==> config.mk <==
export PLATFORM = sky130hd
export DESIGN_NAME = scaled_glyph_row_renderer
export DESIGN_NICKNAME = d
export VERILOG_FILES = /design/src/sgr_pkg.sv /design/src/sgr_ram.sv /design/src/sgr_front.sv /design/src/sgr_emit.sv /design/src/scaled_glyph_row_renderer.sv
export VERILOG_INCLUDE_DIRS = /design/src /design/src/src
export SDC_FILE = /design/constraint.sdc
export NUM_CORES = 2
export LEC_CHECK = 0
export BUFFER_PORTS_ARGS = -buffer_cell sky130_fd_sc_hd__buf_4
export CAP_MARGIN = 30
export CORE_MARGIN = 5
export CORE_UTILIZATION = 40
export DETAILED_ROUTE_END_ITERATION = 16
export MAX_ROUTING_LAYER = met4
export SLEW_MARGIN = 20
export SYNTH_ARGS = -nofsm -noshare
export SYNTH_HDL_FRONTEND = slang
export SYNTH_HIERARCHICAL = 1
export SYNTH_SLANG_ARGS = --single-unit
==> constraint.sdc <==
create_clock -name clk -period 43.2 [get_ports clk]
set_input_delay 10.8 -clock clk [delete_from_list [all_inputs] [get_ports clk]]
set_output_delay 10.8 -clock clk [all_outputs]
set_load 0.02 [all_outputs]
==> src/scaled_glyph_row_renderer_assert.svh <==
// ----------------------------------------------------------------------------
// Assertion macros for the scaled glyph row renderer
// Concurrent checks clocked by clk and disabled while rst_n is low.
// ----------------------------------------------------------------------------
`ifndef SCALED_GLYPH_ROW_RENDERER_ASSERT_SVH
`define SCALED_GLYPH_ROW_RENDERER_ASSERT_SVH
`ifndef SYNTH
// Same-cycle implication.
`define SGR_ASSERT_IMP(name, ante, cons) \
  name: assert property (@(posedge clk) disable iff (!rst_n) (ante) |-> (cons)) \
    else $error("sgr assertion failed");
// Next-cycle implication.
`define SGR_ASSERT_NEXT(name, ante, cons) \
  name: assert property (@(posedge clk) disable iff (!rst_n) (ante) |=> (cons)) \
    else $error("sgr assertion failed");
`else
`define SGR_ASSERT_IMP(name, ante, cons)
`define SGR_ASSERT_NEXT(name, ante, cons)
`endif
`endif

==> src/sgr_pkg.sv <==
// ----------------------------------------------------------------------------
// sgr_pkg
// Shared types, constants and the 5x7 font ROM of the glyph row renderer.
// ----------------------------------------------------------------------------
package sgr_pkg;

  localparam int BLOCK_W     = 2;
  localparam int BLOCK_H     = 3;
  localparam int GLYPH_ROWS  = 7;
  localparam int ROM_ROWS    = 7;
  localparam int ROM_GLYPHS  = 36;
  localparam int MAX_RESULTS = 30;
  localparam int CNT_W       = $clog2(MAX_RESULTS);
  localparam int SY_W        = 2;
  localparam int PIX_W       = 11;
  localparam int ADDR_W      = 23;

  localparam logic [11:0] MAX_SCREEN = 12'd2048;

  localparam int CFG_IDX_W = 2;
  localparam logic [CFG_IDX_W-1:0] CFG_SCREEN_WIDTH  = 2'd0;
  localparam logic [CFG_IDX_W-1:0] CFG_SCREEN_HEIGHT = 2'd1;
  localparam logic [CFG_IDX_W-1:0] CFG_LINE_PITCH    = 2'd2;

  typedef struct packed {
    logic [11:0] screen_width;
    logic [11:0] screen_height;
    logic [12:0] line_pitch_words;
  } sgr_cfg_t;

  // One queued glyph row; ytop is the screen y of its first sub-row.
  typedef struct packed {
    logic signed [11:0] ox;
    logic signed [12:0] ytop;
    logic [31:0]        ink;
  } sgr_item_t;

  localparam logic [4:0] FONT_ROM [0:ROM_GLYPHS-1][0:ROM_ROWS-1] = '{
    '{5'h0E, 5'h11, 5'h11, 5'h11, 5'h1F, 5'h11, 5'h11},
    '{5'h1F, 5'h11, 5'h11, 5'h1F, 5'h11, 5'h11, 5'h1F},
    '{5'h0E, 5'h11, 5'h10, 5'h10, 5'h10, 5'h11, 5'h0E},
    '{5'h1F, 5'h11, 5'h11, 5'h11, 5'h11, 5'h11, 5'h1F},
    '{5'h1F, 5'h11, 5'h10, 5'h1E, 5'h10, 5'h11, 5'h1F},
    '{5'h1F, 5'h11, 5'h10, 5'h1E, 5'h10, 5'h10, 5'h10},
    '{5'h0E, 5'h11, 5'h10, 5'h1F, 5'h11, 5'h11, 5'h0C},
    '{5'h11, 5'h11, 5'h11, 5'h1F, 5'h11, 5'h11, 5'h11},
    '{5'h0E, 5'h04, 5'h04, 5'h04, 5'h04, 5'h04, 5'h0E},
    '{5'h1F, 5'h01, 5'h01, 5'h01, 5'h01, 5'h11, 5'h0E},
    '{5'h11, 5'h11, 5'h12, 5'h14, 5'h16, 5'h13, 5'h11},
    '{5'h10, 5'h10, 5'h10, 5'h10, 5'h10, 5'h11, 5'h1F},
    '{5'h11, 5'h1B, 5'h15, 5'h15, 5'h15, 5'h11, 5'h11},
    '{5'h11, 5'h11, 5'h19, 5'h15, 5'h13, 5'h11, 5'h11},
    '{5'h0C, 5'h13, 5'h13, 5'h13, 5'h13, 5'h13, 5'h0C},
    '{5'h1F, 5'h11, 5'h11, 5'h1F, 5'h10, 5'h10, 5'h10},
    '{5'h0C, 5'h13, 5'h13, 5'h13, 5'h19, 5'h13, 5'h0A},
    '{5'h1F, 5'h11, 5'h11, 5'h1F, 5'h12, 5'h14, 5'h13},
    '{5'h0E, 5'h11, 5'h10, 5'h0E, 5'h01, 5'h11, 5'h0E},
    '{5'h1F, 5'h04, 5'h04, 5'h04, 5'h04, 5'h04, 5'h04},
    '{5'h11, 5'h11, 5'h11, 5'h11, 5'h11, 5'h11, 5'h0E},
    '{5'h11, 5'h11, 5'h11, 5'h11, 5'h11, 5'h0A, 5'h04},
    '{5'h11, 5'h11, 5'h15, 5'h15, 5'h1D, 5'h1B, 5'h11},
    '{5'h11, 5'h11, 5'h0A, 5'h04, 5'h0A, 5'h11, 5'h11},
    '{5'h11, 5'h11, 5'h0A, 5'h04, 5'h04, 5'h04, 5'h04},
    '{5'h1F, 5'h01, 5'h02, 5'h04, 5'h08, 5'h10, 5'h1F},
    '{5'h0C, 5'h13, 5'h15, 5'h19, 5'h11, 5'h13, 5'h0E},
    '{5'h04, 5'h0C, 5'h04, 5'h04, 5'h04, 5'h04, 5'h0E},
    '{5'h0E, 5'h11, 5'h01, 5'h06, 5'h08, 5'h10, 5'h1F},
    '{5'h0E, 5'h11, 5'h01, 5'h06, 5'h01, 5'h11, 5'h0E},
    '{5'h02, 5'h03, 5'h04, 5'h08, 5'h1F, 5'h08, 5'h08},
    '{5'h1F, 5'h10, 5'h1E, 5'h01, 5'h01, 5'h11, 5'h0E},
    '{5'h0E, 5'h11, 5'h10, 5'h1E, 5'h11, 5'h11, 5'h0E},
    '{5'h1F, 5'h01, 5'h02, 5'h04, 5'h04, 5'h04, 5'h04},
    '{5'h0E, 5'h11, 5'h11, 5'h0E, 5'h11, 5'h11, 5'h0E},
    '{5'h0E, 5'h11, 5'h11, 5'h0F, 5'h01, 5'h01, 5'h0E}
  };

  // Font bits of one row, leftmost column in the highest used bit.
  // Codes other than uppercase letters and digits are blank.
  function automatic logic [7:0] font_bits(input logic [7:0] code, input logic [2:0] row);
    logic [5:0] idx;
    logic       hit;
    idx = '0;
    hit = 1'b0;
    if (code inside {[8'h41:8'h5A]}) begin
      idx = 6'(code - 8'h41);
      hit = 1'b1;
    end else if (code inside {[8'h30:8'h39]}) begin
      idx = 6'(code - 8'h30) + 6'd26;
      hit = 1'b1;
    end
    if (!hit || int'(row) >= ROM_ROWS || int'(row) >= GLYPH_ROWS) begin
      return 8'h00;
    end
    return {3'b000, FONT_ROM[idx][row]};
  endfunction

endpackage

==> src/sgr_ram.sv <==
// ----------------------------------------------------------------------------
// sgr_ram
// Simple dual-port RAM: one write port, one read port with registered data.
// ----------------------------------------------------------------------------
module sgr_ram #(
  parameter int WIDTH = 8,
  parameter int DEPTH = 4,
  localparam int AW = (DEPTH > 1) ? $clog2(DEPTH) : 1
) (
  input  logic             clk,
  input  logic             we,
  input  logic [AW-1:0]    waddr,
  input  logic [WIDTH-1:0] wdata,
  input  logic             re,
  input  logic [AW-1:0]    raddr,
  output logic [WIDTH-1:0] rdata
);

  logic [WIDTH-1:0] mem [DEPTH];

  always_ff @(posedge clk) begin
    if (we) begin
      mem[waddr] <= wdata;
    end
    if (re) begin
      rdata <= mem[raddr];
    end
  end

endmodule

==> src/sgr_front.sv <==
// ----------------------------------------------------------------------------
// sgr_front
// Registers a request and builds the visibility mask of its pixels.
// ----------------------------------------------------------------------------
module sgr_front #(
  parameter int GLYPH_COLS = 5,
  localparam int MASK_W = GLYPH_COLS * sgr_pkg::BLOCK_W * sgr_pkg::BLOCK_H
) (
  input  logic               clk,
  input  logic               rst_n,
  input  logic               accept,
  input  logic [7:0]         char_code,
  input  logic [2:0]         glyph_row,
  input  logic signed [11:0] origin_x,
  input  logic signed [11:0] origin_y,
  input  logic [31:0]        ink_colour,
  input  sgr_pkg::sgr_cfg_t  cfg,
  output logic               wr_en,
  output logic               drop,
  output logic [MASK_W-1:0]  mask,
  output sgr_pkg::sgr_item_t item
);
  import sgr_pkg::*;

  logic               s0v_r;
  logic [7:0]         code_r;
  logic [2:0]         row_r;
  logic signed [11:0] ox_r;
  logic signed [11:0] oy_r;
  logic [31:0]        ink_r;

  logic [11:0] wlim;
  logic [11:0] hlim;
  logic [7:0]  rowbits;
  logic [4:0]  row3;
  logic [13:0] ytop;
  logic [13:0] ys [BLOCK_H];
  logic [13:0] xs [GLYPH_COLS*BLOCK_W];
  logic [BLOCK_H-1:0]            yv;
  logic [GLYPH_COLS*BLOCK_W-1:0] xv;

  always_ff @(posedge clk) begin
    if (!rst_n) begin
      s0v_r <= 1'b0;
    end else begin
      s0v_r <= accept;
    end
  end

  always_ff @(posedge clk) begin
    if (accept) begin
      code_r <= char_code;
      row_r  <= glyph_row;
      ox_r   <= origin_x;
      oy_r   <= origin_y;
      ink_r  <= ink_colour;
    end
  end

  always_comb begin
    wlim    = (cfg.screen_width  > MAX_SCREEN) ? MAX_SCREEN : cfg.screen_width;
    hlim    = (cfg.screen_height > MAX_SCREEN) ? MAX_SCREEN : cfg.screen_height;
    rowbits = font_bits(code_r, row_r);
    row3    = {2'b00, row_r} + {1'b0, row_r, 1'b0};
    ytop    = {{2{oy_r[11]}}, oy_r} + {9'd0, row3};
    for (int sy = 0; sy < BLOCK_H; sy++) begin
      ys[sy] = ytop + 14'(sy);
      yv[sy] = !ys[sy][13] && (ys[sy] < {2'b00, hlim});
    end
    for (int k = 0; k < GLYPH_COLS * BLOCK_W; k++) begin
      xs[k] = {{2{ox_r[11]}}, ox_r} + 14'(k);
      xv[k] = !xs[k][13] && (xs[k] < {2'b00, wlim});
    end
    mask = '0;
    for (int j = 0; j < GLYPH_COLS; j++) begin
      for (int sy = 0; sy < BLOCK_H; sy++) begin
        for (int sx = 0; sx < BLOCK_W; sx++) begin
          mask[(j*BLOCK_H + sy)*BLOCK_W + sx] =
            rowbits[GLYPH_COLS-1-j] & yv[sy] & xv[j*BLOCK_W + sx];
        end
      end
    end
  end

  // A visible pixel bounds ytop to a few lines above zero, so 13 bits hold it.
  assign item.ox   = ox_r;
  assign item.ytop = ytop[12:0];
  assign item.ink  = ink_r;

  assign wr_en = s0v_r && (mask != '0);
  assign drop  = s0v_r && (mask == '0);

endmodule

==> src/sgr_emit.sv <==
// ----------------------------------------------------------------------------
// sgr_emit
// Takes queued glyph rows and streams their visible pixels, one per cycle.
// ----------------------------------------------------------------------------
`include "scaled_glyph_row_renderer_assert.svh"

module sgr_emit #(
  parameter int GLYPH_COLS = 5,
  localparam int MASK_W = GLYPH_COLS * sgr_pkg::BLOCK_W * sgr_pkg::BLOCK_H
) (
  input  logic               clk,
  input  logic               rst_n,
  input  logic [12:0]        line_pitch,
  input  logic               q_valid,
  input  logic [MASK_W-1:0]  q_mask,
  input  sgr_pkg::sgr_item_t q_item,
  output logic               q_take,
  output logic               out_strobe,
  output logic [10:0]        out_pixel_x,
  output logic [10:0]        out_pixel_y,
  output logic [22:0]        out_pixel_address,
  output logic [31:0]        out_pixel_colour,
  output logic               out_last_pixel
);
  import sgr_pkg::*;

  localparam int JW = (GLYPH_COLS > 1) ? $clog2(GLYPH_COLS) : 1;

  // Product stage.
  logic               pv_r;
  logic [MASK_W-1:0]  p_mask_r;
  sgr_item_t          p_item_r;
  logic [ADDR_W-1:0]  p_base_r;
  logic signed [26:0] prod;
  logic               p_take;

  // Pick stage.
  logic              ev_r;
  logic              ev_nxt;
  logic [MASK_W-1:0] e_mask_r;
  sgr_item_t         e_item_r;
  logic [ADDR_W-1:0] e_base_r;
  logic [CNT_W-1:0]  e_cnt_r;
  logic [MASK_W-1:0] pick_hot;
  logic [MASK_W-1:0] mask_rest;
  logic [JW-1:0]     pick_j;
  logic [SY_W-1:0]   pick_sy;
  logic              pick_sx;
  logic              e_last;
  logic              e_free;

  // Pixel stage.
  logic              fv_r;
  logic [JW-1:0]     f_j_r;
  logic [SY_W-1:0]   f_sy_r;
  logic              f_sx_r;
  logic              f_last_r;
  sgr_item_t         f_item_r;
  logic [ADDR_W-1:0] f_base_r;
  logic [13:0]       px;
  logic [13:0]       py;
  logic [ADDR_W-1:0] row_off;
  logic [ADDR_W-1:0] addr;

  logic              out_strobe_r;
  logic [10:0]       out_x_r;
  logic [10:0]       out_y_r;
  logic [ADDR_W-1:0] out_addr_r;
  logic [31:0]       out_colour_r;
  logic              out_last_r;

  // Signed row start times pitch; only the low address bits matter.
  assign prod = $signed(q_item.ytop) * $signed({1'b0, line_pitch});

  // Lowest set mask bit is the next pixel in column, sub-row, sub-column order.
  always_comb begin
    pick_hot = '0;
    pick_j   = '0;
    pick_sy  = '0;
    pick_sx  = 1'b0;
    for (int j = GLYPH_COLS - 1; j >= 0; j--) begin
      for (int sy = BLOCK_H - 1; sy >= 0; sy--) begin
        for (int sx = BLOCK_W - 1; sx >= 0; sx--) begin
          if (e_mask_r[(j*BLOCK_H + sy)*BLOCK_W + sx]) begin
            pick_hot = '0;
            pick_hot[(j*BLOCK_H + sy)*BLOCK_W + sx] = 1'b1;
            pick_j  = JW'(j);
            pick_sy = SY_W'(sy);
            pick_sx = 1'(sx);
          end
        end
      end
    end
  end

  assign mask_rest = e_mask_r & ~pick_hot;
  assign e_last    = ev_r && ((mask_rest == '0) || (e_cnt_r == CNT_W'(MAX_RESULTS - 1)));
  assign e_free    = !ev_r || e_last;
  assign p_take    = pv_r && e_free;
  assign q_take    = q_valid && (!pv_r || p_take);
  assign ev_nxt    = e_free ? pv_r : 1'b1;

  always_ff @(posedge clk) begin
    if (!rst_n) begin
      pv_r         <= 1'b0;
      ev_r         <= 1'b0;
      fv_r         <= 1'b0;
      out_strobe_r <= 1'b0;
    end else begin
      pv_r         <= q_take || (pv_r && !p_take);
      ev_r         <= ev_nxt;
      fv_r         <= ev_r;
      out_strobe_r <= fv_r;
    end
  end

  always_ff @(posedge clk) begin
    if (q_take) begin
      p_mask_r <= q_mask;
      p_item_r <= q_item;
      p_base_r <= prod[ADDR_W-1:0];
    end
    if (p_take) begin
      e_mask_r <= p_mask_r;
      e_item_r <= p_item_r;
      e_base_r <= p_base_r;
      e_cnt_r  <= '0;
    end else if (ev_r && !e_last) begin
      e_mask_r <= mask_rest;
      e_cnt_r  <= e_cnt_r + 1'b1;
    end
    if (ev_r) begin
      f_j_r    <= pick_j;
      f_sy_r   <= pick_sy;
      f_sx_r   <= pick_sx;
      f_last_r <= e_last;
      f_item_r <= e_item_r;
      f_base_r <= e_base_r;
    end
  end

  always_comb begin
    px = {{2{f_item_r.ox[11]}}, f_item_r.ox} + 14'(int'(f_j_r) * BLOCK_W + int'(f_sx_r));
    py = {f_item_r.ytop[12], f_item_r.ytop} + 14'(f_sy_r);
    case (f_sy_r)
      2'd0:    row_off = '0;
      2'd1:    row_off = {10'd0, line_pitch};
      2'd2:    row_off = {9'd0, line_pitch, 1'b0};
      default: row_off = '0;
    endcase
    addr = f_base_r + row_off + {12'd0, px[PIX_W-1:0]};
  end

  always_ff @(posedge clk) begin
    if (fv_r) begin
      out_x_r      <= px[PIX_W-1:0];
      out_y_r      <= py[PIX_W-1:0];
      out_addr_r   <= addr;
      out_colour_r <= f_item_r.ink;
      out_last_r   <= f_last_r;
    end
  end

  assign out_strobe        = out_strobe_r;
  assign out_pixel_x       = out_x_r;
  assign out_pixel_y       = out_y_r;
  assign out_pixel_address = out_addr_r;
  assign out_pixel_colour  = out_colour_r;
  assign out_last_pixel    = out_last_r;

  `SGR_ASSERT_IMP(a_pick_nonempty, ev_r, e_mask_r != '0)
  `SGR_ASSERT_IMP(a_cnt_capped, ev_r, e_cnt_r < CNT_W'(MAX_RESULTS))
  `SGR_ASSERT_NEXT(a_take_fills, q_take, pv_r)

endmodule

==> src/scaled_glyph_row_renderer.sv <==
// ----------------------------------------------------------------------------
// scaled_glyph_row_renderer
// Draws one row of a 5x7 font glyph, scaled 2x3, as a stream of pixel writes.
// ----------------------------------------------------------------------------
//
// Channel   Direction  Handshake             Beat
// request   in         start high, busy low  one glyph row request
// pixel     out        out_strobe, 1 cycle   one visible pixel write
// config    in         cfg_we                one register write
//
// The block emits one pixel per cycle. A request with n visible pixels (at
// most 30) yields n pixel writes, a fully clipped one none. A first pixel
// passes the front, RAM read, product, pick, pixel and output registers.
// Up to QUEUE_DEPTH requests wait in the front stage and queue memory; busy
// is high while they are full. Reset is synchronous and clears all control
// state. The receiver cannot stall: every strobed pixel is taken in its cycle.
//
// Accepted requests pass a register stage that looks up the font row and
// forms a visibility mask with one bit per pixel of the scaled row. Rows with
// no visible pixel are dropped there. Others are written, mask and all, into
// the queue RAM. The reader fetches entries with a registered read,
// multiplies the row start by the line pitch, and the emitter then walks the
// mask lowest bit first, which gives column, sub-row, sub-column order.
// An entry is read only after the edge that wrote it, so the write and read
// ports never touch the same entry in one cycle.
// ----------------------------------------------------------------------------
`include "scaled_glyph_row_renderer_assert.svh"

module scaled_glyph_row_renderer #(
  parameter int GLYPH_COLS  = 5,
  parameter int QUEUE_DEPTH = 4
) (
  input  logic        clk,
  input  logic        rst_n,
  input  logic        start,
  output logic        busy,
  input  logic [7:0]  in_char_code,
  input  logic [2:0]  in_glyph_row,
  input  logic signed [11:0] in_origin_x,
  input  logic signed [11:0] in_origin_y,
  input  logic [31:0] in_ink_colour,
  input  logic        cfg_we,
  input  logic [sgr_pkg::CFG_IDX_W-1:0] cfg_index,
  input  logic [12:0] cfg_wdata,
  output logic        out_strobe,
  output logic [10:0] out_pixel_x,
  output logic [10:0] out_pixel_y,
  output logic [22:0] out_pixel_address,
  output logic [31:0] out_pixel_colour,
  output logic        out_last_pixel
);
  import sgr_pkg::*;

  localparam int MASK_W  = GLYPH_COLS * BLOCK_W * BLOCK_H;
  localparam int ITEM_W  = $bits(sgr_item_t);
  localparam int ENTRY_W = MASK_W + ITEM_W;
  localparam int AW      = (QUEUE_DEPTH > 1) ? $clog2(QUEUE_DEPTH) : 1;
  localparam int OW      = $clog2(QUEUE_DEPTH + 1);

  sgr_cfg_t cfg_r;

  logic          accept;
  logic          wr_en;
  logic          drop;
  logic          rd_en;
  logic          q_take;
  logic          qv_r;
  logic [MASK_W-1:0] f_mask;
  sgr_item_t     f_item;
  logic [ENTRY_W-1:0] rdata;

  // occ_r counts requests held in the front stage and in the RAM;
  // ram_cnt_r counts RAM entries written and not yet read.
  logic [OW-1:0] occ_r;
  logic [OW-1:0] occ_nxt;
  logic [OW-1:0] ram_cnt_r;
  logic [OW-1:0] ram_cnt_nxt;
  logic [AW-1:0] wr_ptr_r;
  logic [AW-1:0] wr_ptr_nxt;
  logic [AW-1:0] rd_ptr_r;
  logic [AW-1:0] rd_ptr_nxt;

  // Configuration registers.
  always_ff @(posedge clk) begin
    if (!rst_n) begin
      cfg_r.screen_width     <= 12'd640;
      cfg_r.screen_height    <= 12'd480;
      cfg_r.line_pitch_words <= 13'd640;
    end else if (cfg_we) begin
      case (cfg_index)
        CFG_SCREEN_WIDTH:  cfg_r.screen_width     <= cfg_wdata[11:0];
        CFG_SCREEN_HEIGHT: cfg_r.screen_height    <= cfg_wdata[11:0];
        CFG_LINE_PITCH:    cfg_r.line_pitch_words <= cfg_wdata;
        default: ;
      endcase
    end
  end

  assign busy   = (occ_r == OW'(QUEUE_DEPTH));
  assign accept = start && !busy;

  sgr_front #(
    .GLYPH_COLS (GLYPH_COLS)
  ) u_front (
    .clk        (clk),
    .rst_n      (rst_n),
    .accept     (accept),
    .char_code  (in_char_code),
    .glyph_row  (in_glyph_row),
    .origin_x   (in_origin_x),
    .origin_y   (in_origin_y),
    .ink_colour (in_ink_colour),
    .cfg        (cfg_r),
    .wr_en      (wr_en),
    .drop       (drop),
    .mask       (f_mask),
    .item       (f_item)
  );

  sgr_ram #(
    .WIDTH (ENTRY_W),
    .DEPTH (QUEUE_DEPTH)
  ) u_queue_ram (
    .clk   (clk),
    .we    (wr_en),
    .waddr (wr_ptr_r),
    .wdata ({f_mask, f_item}),
    .re    (rd_en),
    .raddr (rd_ptr_r),
    .rdata (rdata)
  );

  // Fetch the next entry when the read data register is free or being taken.
  assign rd_en = (ram_cnt_r != '0) && (!qv_r || q_take);

  always_comb begin
    wr_ptr_nxt  = wr_ptr_r;
    rd_ptr_nxt  = rd_ptr_r;
    if (wr_en) begin
      wr_ptr_nxt = (wr_ptr_r == AW'(QUEUE_DEPTH - 1)) ? '0 : wr_ptr_r + 1'b1;
    end
    if (rd_en) begin
      rd_ptr_nxt = (rd_ptr_r == AW'(QUEUE_DEPTH - 1)) ? '0 : rd_ptr_r + 1'b1;
    end
    occ_nxt     = occ_r + OW'(accept) - OW'(drop) - OW'(rd_en);
    ram_cnt_nxt = ram_cnt_r + OW'(wr_en) - OW'(rd_en);
  end

  always_ff @(posedge clk) begin
    if (!rst_n) begin
      occ_r     <= '0;
      ram_cnt_r <= '0;
      wr_ptr_r  <= '0;
      rd_ptr_r  <= '0;
      qv_r      <= 1'b0;
    end else begin
      occ_r     <= occ_nxt;
      ram_cnt_r <= ram_cnt_nxt;
      wr_ptr_r  <= wr_ptr_nxt;
      rd_ptr_r  <= rd_ptr_nxt;
      qv_r      <= rd_en || (qv_r && !q_take);
    end
  end

  sgr_emit #(
    .GLYPH_COLS (GLYPH_COLS)
  ) u_emit (
    .clk               (clk),
    .rst_n             (rst_n),
    .line_pitch        (cfg_r.line_pitch_words),
    .q_valid           (qv_r),
    .q_mask            (rdata[ENTRY_W-1 -: MASK_W]),
    .q_item            (sgr_item_t'(rdata[ITEM_W-1:0])),
    .q_take            (q_take),
    .out_strobe        (out_strobe),
    .out_pixel_x       (out_pixel_x),
    .out_pixel_y       (out_pixel_y),
    .out_pixel_address (out_pixel_address),
    .out_pixel_colour  (out_pixel_colour),
    .out_last_pixel    (out_last_pixel)
  );

  `SGR_ASSERT_IMP(a_occ_bound, 1'b1, occ_r <= OW'(QUEUE_DEPTH))
  `SGR_ASSERT_IMP(a_ram_within_occ, 1'b1, ram_cnt_r <= occ_r)
  `SGR_ASSERT_IMP(a_read_has_entry, rd_en, ram_cnt_r != '0)

endmodule
# --- After elaboration in Yosys (flattened, before gate mapping) ---
# Memory sizes are Yosys's and may differ from the RTL's. A register that Yosys moved wholly into a read port is not among the register bits.
# Cells that the tools add are included.
word_totals:
  reg_bits: 501
  in_bits: 86
  memories: 2
  ram_bits: 348
  elab_cells: 357
  rom_bits: 2240
classes:
  add_sub_neg: 29
  n_eq_ne: 8
  n_bitwise: 49
  multipliers: 1
  muxes: 133
  n_reduce_logical: 68
  order_cmp: 22
memory_table:
  columns: ["memory", "depth", "width", "read_ports", "rd_ports_with_merged_regs", "wr", "line", "rtl"]
  rows:
  - ["(no name shown)", 64, 35, 1, 0, 0, "sgr_pkg.sv:94", "return {3'b000, FONT_ROM[idx][row]};"]
  - ["u_queue_ram.mem", 4, 87, 1, 1, 1, "sgr_ram.sv:19", "logic [WIDTH-1:0] mem [DEPTH];"]
op_table:
  columns: ["cell", "n"]
  rows:
  - ["two-way mux 30 bit", 32]
  - ["< comparator 14 x 12 -> 1 bit", 13]
  - ["two-way mux 2 bit", 40]
  - ["two-way mux 35 bit", 2]
  - ["logical NOT 30 bit", 2]
  - ["adder 12 x 4 -> 13 bit (second input constant)", 4]
  - ["AND 1 bit", 45]
  - ["two-way mux 1 bit", 43]
  - ["AND 30 bit", 1]
  - ["NOT 30 bit", 1]
  - ["nonzero test 30 bit", 1]
  - ["case mux 14 bit (2 select lines)", 1]
  - ["adder 12 x 3 -> 13 bit (second input constant)", 2]
  - ["adder 12 x 5 -> 13 bit (second input constant)", 2]
  - ["logical AND 1 bit", 25]
  - ["> comparator 12 bit (second input constant)", 2]
  - ["two-way mux 12 bit", 2]
  - ["OR reduction 24 bit", 1]
  - ["adder 23 x 11 -> 23 bit", 1]
  - ["adder 23 x 14 -> 23 bit", 1]
  - ["multiplier 13 x 14 -> 23 bit", 1]
  - ["logical NOT 1 bit", 21]
  - ["two-way mux 5 bit", 4]
  - ["two-way mux 3 bit", 6]
  - ["other kinds (39)", 57]

# --- Logic depth before layout (Yosys ltp) ---
depth:
  depth_word: 42
  ltp_mapped: 28
  depth_no_buf: 28

# --- Hierarchy ---
# The synthesis kept the hierarchy.
by_module_without_submodules:
  columns: ["mod", "n_inst", "area_each_um2", "cells_each"]
  rows:
  - ["sgr_emit", 1, 19882.8, 1455]
  - ["sgr_ram", 1, 15198.3, 546]
  - ["sgr_front", 1, 9542.9, 1122]
  - ["scaled_glyph_row_renderer", 1, 1955.6, 220]

# --- Least setup slack after synthesis ---
# OpenSTA, ideal clock, no wires.
synth_path:
  path_kind: "reg2reg"
  startpoint: "register u_emit.e_mask_r[1]"
  endpoint: "register ram_cnt_r[2]"
  arrival_ns: 16.946
  required_ns: 43.085
  period_less_slack_ns: 17.061
  setup_ns: 0.115
  setup_slack_ns: 26.139
  path_stages_with_launch: 21
  path_cell_list: "edfxtp_1 > buf_2 > or4_1 > buf_2 > or4_1 > or2_1 > buf_2 > o31a_1 > a2111oi_4 > a21oi_1 > a21boi_0 > nor2b_1 > nor2_1 > ha_1 > inv_1 > ha_1 > inv_1 > fa_1 > xnor2_1 > xnor2_1 > and2_1"
synth_via:
  elab_chain_len: 14
synth_lines:
  columns: ["item", "line", "rtl"]
  rows:
  - ["start, declared", "sgr_emit.sv:40", "logic [MASK_W-1:0] e_mask_r;"]
  - ["start signal, assigned", "sgr_emit.sv:124", "e_mask_r <= p_mask_r;"]
  - ["start signal, assigned", "sgr_emit.sv:129", "e_mask_r <= mask_rest;"]
  - ["two-way mux 30 bit (2 in series)", "sgr_emit.sv:84", "if (e_mask_r[(j*BLOCK_H + sy)*BLOCK_W + sx]) begin"]
  - ["NOT 30 bit", "sgr_emit.sv:96", "assign mask_rest = e_mask_r & ~pick_hot;"]
  - ["AND 30 bit *", "sgr_emit.sv:96", null]
  - ["logical NOT 30 bit *", "sgr_emit.sv:97", "assign e_last = ev_r && ((mask_rest == '0) || (e_cnt_r == CNT_W'(MAX_RESULTS - 1)));"]
  - ["logical OR 1 bit *", "sgr_emit.sv:97", null]
  - ["logical AND 1 bit *", "sgr_emit.sv:97", null]
  - ["logical OR 1 bit *", "sgr_emit.sv:98", "assign e_free = !ev_r || e_last;"]
  - ["logical AND 1 bit *", "sgr_emit.sv:99", "assign p_take = pv_r && e_free;"]
  - ["logical OR 1 bit *", "sgr_emit.sv:100", "assign q_take = q_valid && (!pv_r || p_take);"]
  - ["logical AND 1 bit *", "sgr_emit.sv:100", null]
  - ["net q_take", "scaled_glyph_row_renderer.sv:66", "logic q_take;"]
  - ["logical OR 1 bit *", "scaled_glyph_row_renderer.sv:134", "assign rd_en = (ram_cnt_r != '0) && (!qv_r || q_take);"]
  - ["logical AND 1 bit *", "scaled_glyph_row_renderer.sv:134", null]
  - ["net rd_en", "scaled_glyph_row_renderer.sv:65", "logic rd_en;"]
  - ["subtractor 3 x 1 -> 3 bit *", "scaled_glyph_row_renderer.sv:146", "ram_cnt_nxt = ram_cnt_r + OW'(wr_en) - OW'(rd_en);"]
  - ["end signal, assigned", "scaled_glyph_row_renderer.sv:158", "ram_cnt_r <= ram_cnt_nxt;"]
  - ["end, declared", "scaled_glyph_row_renderer.sv:76", "logic [OW-1:0] ram_cnt_r;"]
# Mark *: on every way through the listed nets, which the timed path passes. The rest lies on a longest branch.
# A chain may end at the register's enable or synchronous reset.

# --- Worst setup path in the final report ---
layout_path:
  startpoint: "register occ_r[2]"
  endpoint: "output port busy"
layout_via:
  elab_chain_len: 1
layout_lines:
  columns: ["item", "line", "rtl"]
  rows:
  - ["start, declared", "scaled_glyph_row_renderer.sv:74", "logic [OW-1:0] occ_r;"]
  - ["start signal, assigned", "scaled_glyph_row_renderer.sv:157", "occ_r <= occ_nxt;"]
  - ["equality test 3 bit", "scaled_glyph_row_renderer.sv:99", "assign busy = (occ_r == OW'(QUEUE_DEPTH));"]
  - ["end, declared", "scaled_glyph_row_renderer.sv:36", "output logic busy,"]
# Every way passes these cells.

==> impl_metrics.json <==
{
  "yosys_warnings": 6,
  "core_um2": 116000,
  "gp_congestion": 0.862,
  "finalCritPeriodShare_pct": 28.4,
  "status": "complete, no violations",
  "grt_pass1_vias": 26863,
  "rr_endpoint": "u_queue_ram/mem[2][4]",
  "via_per_inst": 5.17,
  "end_kind": "primary output",
  "drive_gt1_share_pct": 13.8,
  "drc": 0,
  "grtUsageTotal_pct": 16.5,
  "port_buffers": 165,
  "p_int_mw": 2.15,
  "setup_tns_ns": 0,
  "worstHoldPathType": "register to register",
  "n_fill_cell": 10332,
  "hold_depth": 0,
  "cts_setup_buffers": 0,
  "cts.clk_slew.worst_paths_ns": 0.06,
  "syn_inst": 3337,
  "skew_ns": 0.0578,
  "relSlewSlack_pct": 37.3,
  "tightestPinTransition_ns": 0.937,
  "row_count": 125,
  "clockPowerShare_pct": 24.5,
  "grt_max_degree": 63,
  "antenna_found_initial": 1,
  "first_pass_iters": 5,
  "htreeDepth": 3,
  "power.switching_mw": 1.06,
  "ios": 166,
  "place_ws_ns": 30.72,
  "clk_latency_ns": 0.69,
  "cts-resized-gates": 0,
  "combinationalPowerShare_pct": 33.6,
  "start_util_pct": 40.1,
  "max_cap_viol_count": 0,
  "r2r_start": "u_front/row_r[1]",
  "max_freq_mhz": 81.6,
  "critical_path_required_ns": 32.40,
  "synthesis.area_um2": 46400,
  "hold_violations": 0,
  "critical_path.endpoint": "busy",
  "critPathLaunchType": "register",
  "p_leak_nw": 19.8,
  "hpwl_um": 66900,
  "gr-total-overflow": 0,
  "area_delta_synth_final_pct": 12.9,
  "fp.dieArea_um2": 123000,
  "clock_path_buffers": 3,
  "ant_nets": 0,
  "wl_per_cell_um": 19.2,
  "rrSetupSlack_ns": 34.59,
  "drt_iter0_markers": 1691,
  "r2r.worst_path.cells": 20,
  "grt_pass1_wl_um": 155000,
  "nNetsFinal": 4010,
  "crit_start": "occ_r[2]",
  "setup_violations": 0,
  "critPathKind": "register to primary output",
  "power_switching_share_pct": 33.0,
  "syn_area_per_cell_um2": 13.9,
  "critPathMaxFanout": 2,
  "worstPathArrival_ns": 1.45,
  "cts_hold_buffers": 0,
  "cts_buffers": 96,
  "root_buffer": "clkbuf_16",
  "grt_setup_unrepaired": "false",
  "ir_drop_v": 0.0000684,
  "die_x_um": 351,
  "vias": 26395,
  "fin_ws_ns": 30.95,
  "cts_tree": "built",
  "fin_crit_ns": 12.25,
  "seqPwrFrac_pct": 41.9,
  "wl_um": 98100,
  "powerDensity_nw_per_um2": 61.2,
  "syn_nets": 3842,
  "slew_viol_final": 0,
  "cts.sinks": 931,
  "die_h_um": 351
}
==> final cells by class <==
class / instances / area, µm² / area share, %
Antenna cell: 2 / 5.00 / 0.00955
Clock buffer: 129 / 2560 / 4.88
Clock inverter: 44 / 488 / 0.932
Inverter: 265 / 998 / 1.91
Multi-Input combinational cell: 2002 / 17400 / 33.3
Sequential cell: 931 / 27400 / 52.3
Tap cell: 1524 / 1910 / 3.64
Timing Repair Buffer: 209 / 1610 / 3.07
==> per-layer routing <==
| metal | vias up | GRT usage [%] | part of all wire (%) |
|---|---|---|---|
| met2 | 636 | 27.0 | 48 |
| met4 | 0 | 5.02 | 2.6 |
| met1 | 13071 | 21.5 | 44 |
| met5 | - | - | 0 |
| met3 | 150 | 2.16 | 4.5 |
| li1 | 12538 | - | - |
==> worst min path at each step <==
stage                          startpoint                          to  slack [ns]
detailed placement    u_emit/p_base_r[10]         u_emit/e_base_r[10]        0.40
CTS                 u_queue_ram/rdata[78]         u_emit/p_mask_r[21]        0.38
finish                 u_emit/f_item_r[4]  u_emit/out_pixel_colour[4]        0.37
global placement      u_emit/p_item_r[19]         u_emit/e_item_r[19]        0.40
floorplan              u_emit/p_base_r[0]          u_emit/e_base_r[0]        0.40
global route           u_emit/f_item_r[4]  u_emit/out_pixel_colour[4]        0.39
==> critical path: stages (launching register included) <==
cell	delay (ns)
dfxtp_1	0.34
nor3b_1	0.25
buf_4	0.19
==> sequential cells by signal, indices dropped and copies added, names as in the netlist, 30 cells and up <==
register / flops
u_emit/out_pixel_colour: 32
u_queue_ram/rdata: 86
u_queue_ram/mem: 344
cfg_r: 37
u_emit/p_mask_r: 30
u_emit/f_item_r: 54
u_emit/e_mask_r: 30
u_front/ink_r: 32
u_emit/p_item_r: 54
u_emit/e_item_r: 54
==> placed cells by master (no fill, tap or decap), types with 96 or more instances in the layout <==
cell type	n
a21oi_1	113
buf_4	207
clkbuf_16	96
edfxtp_1	873
fa_1	138
ha_1	281
inv_1	259
nand2_1	308
nor2_1	140
xnor2_1	104
==> through the flow <==
step	std cells	area [µm²]	power (mW)	util (%)	hold slack, ns
after floorplan	3337	46400	2.19	-	0.400
after global placement	4929	49300	2.44	42.6	0.400
after detailed placement	4930	49300	2.45	42.6	0.405
after CTS	5103	52300	3.26	45.2	0.375
after global routing	5105	52400	3.46	45.3	0.385
final	5106	52400	3.21	45.3	0.374
==> power groups by stage <==
stage               registers, mW  logic, mW  clock network [mW]
floorplan                    1.32      0.867                   0
global placement             1.36       1.07                   0
detailed placement           1.37       1.08                   0
CTS                          1.35       1.10               0.812
global route                 1.37       1.24               0.851
finish                       1.35       1.08               0.786
No activity file was read; power rests on OpenSTA's default activity.
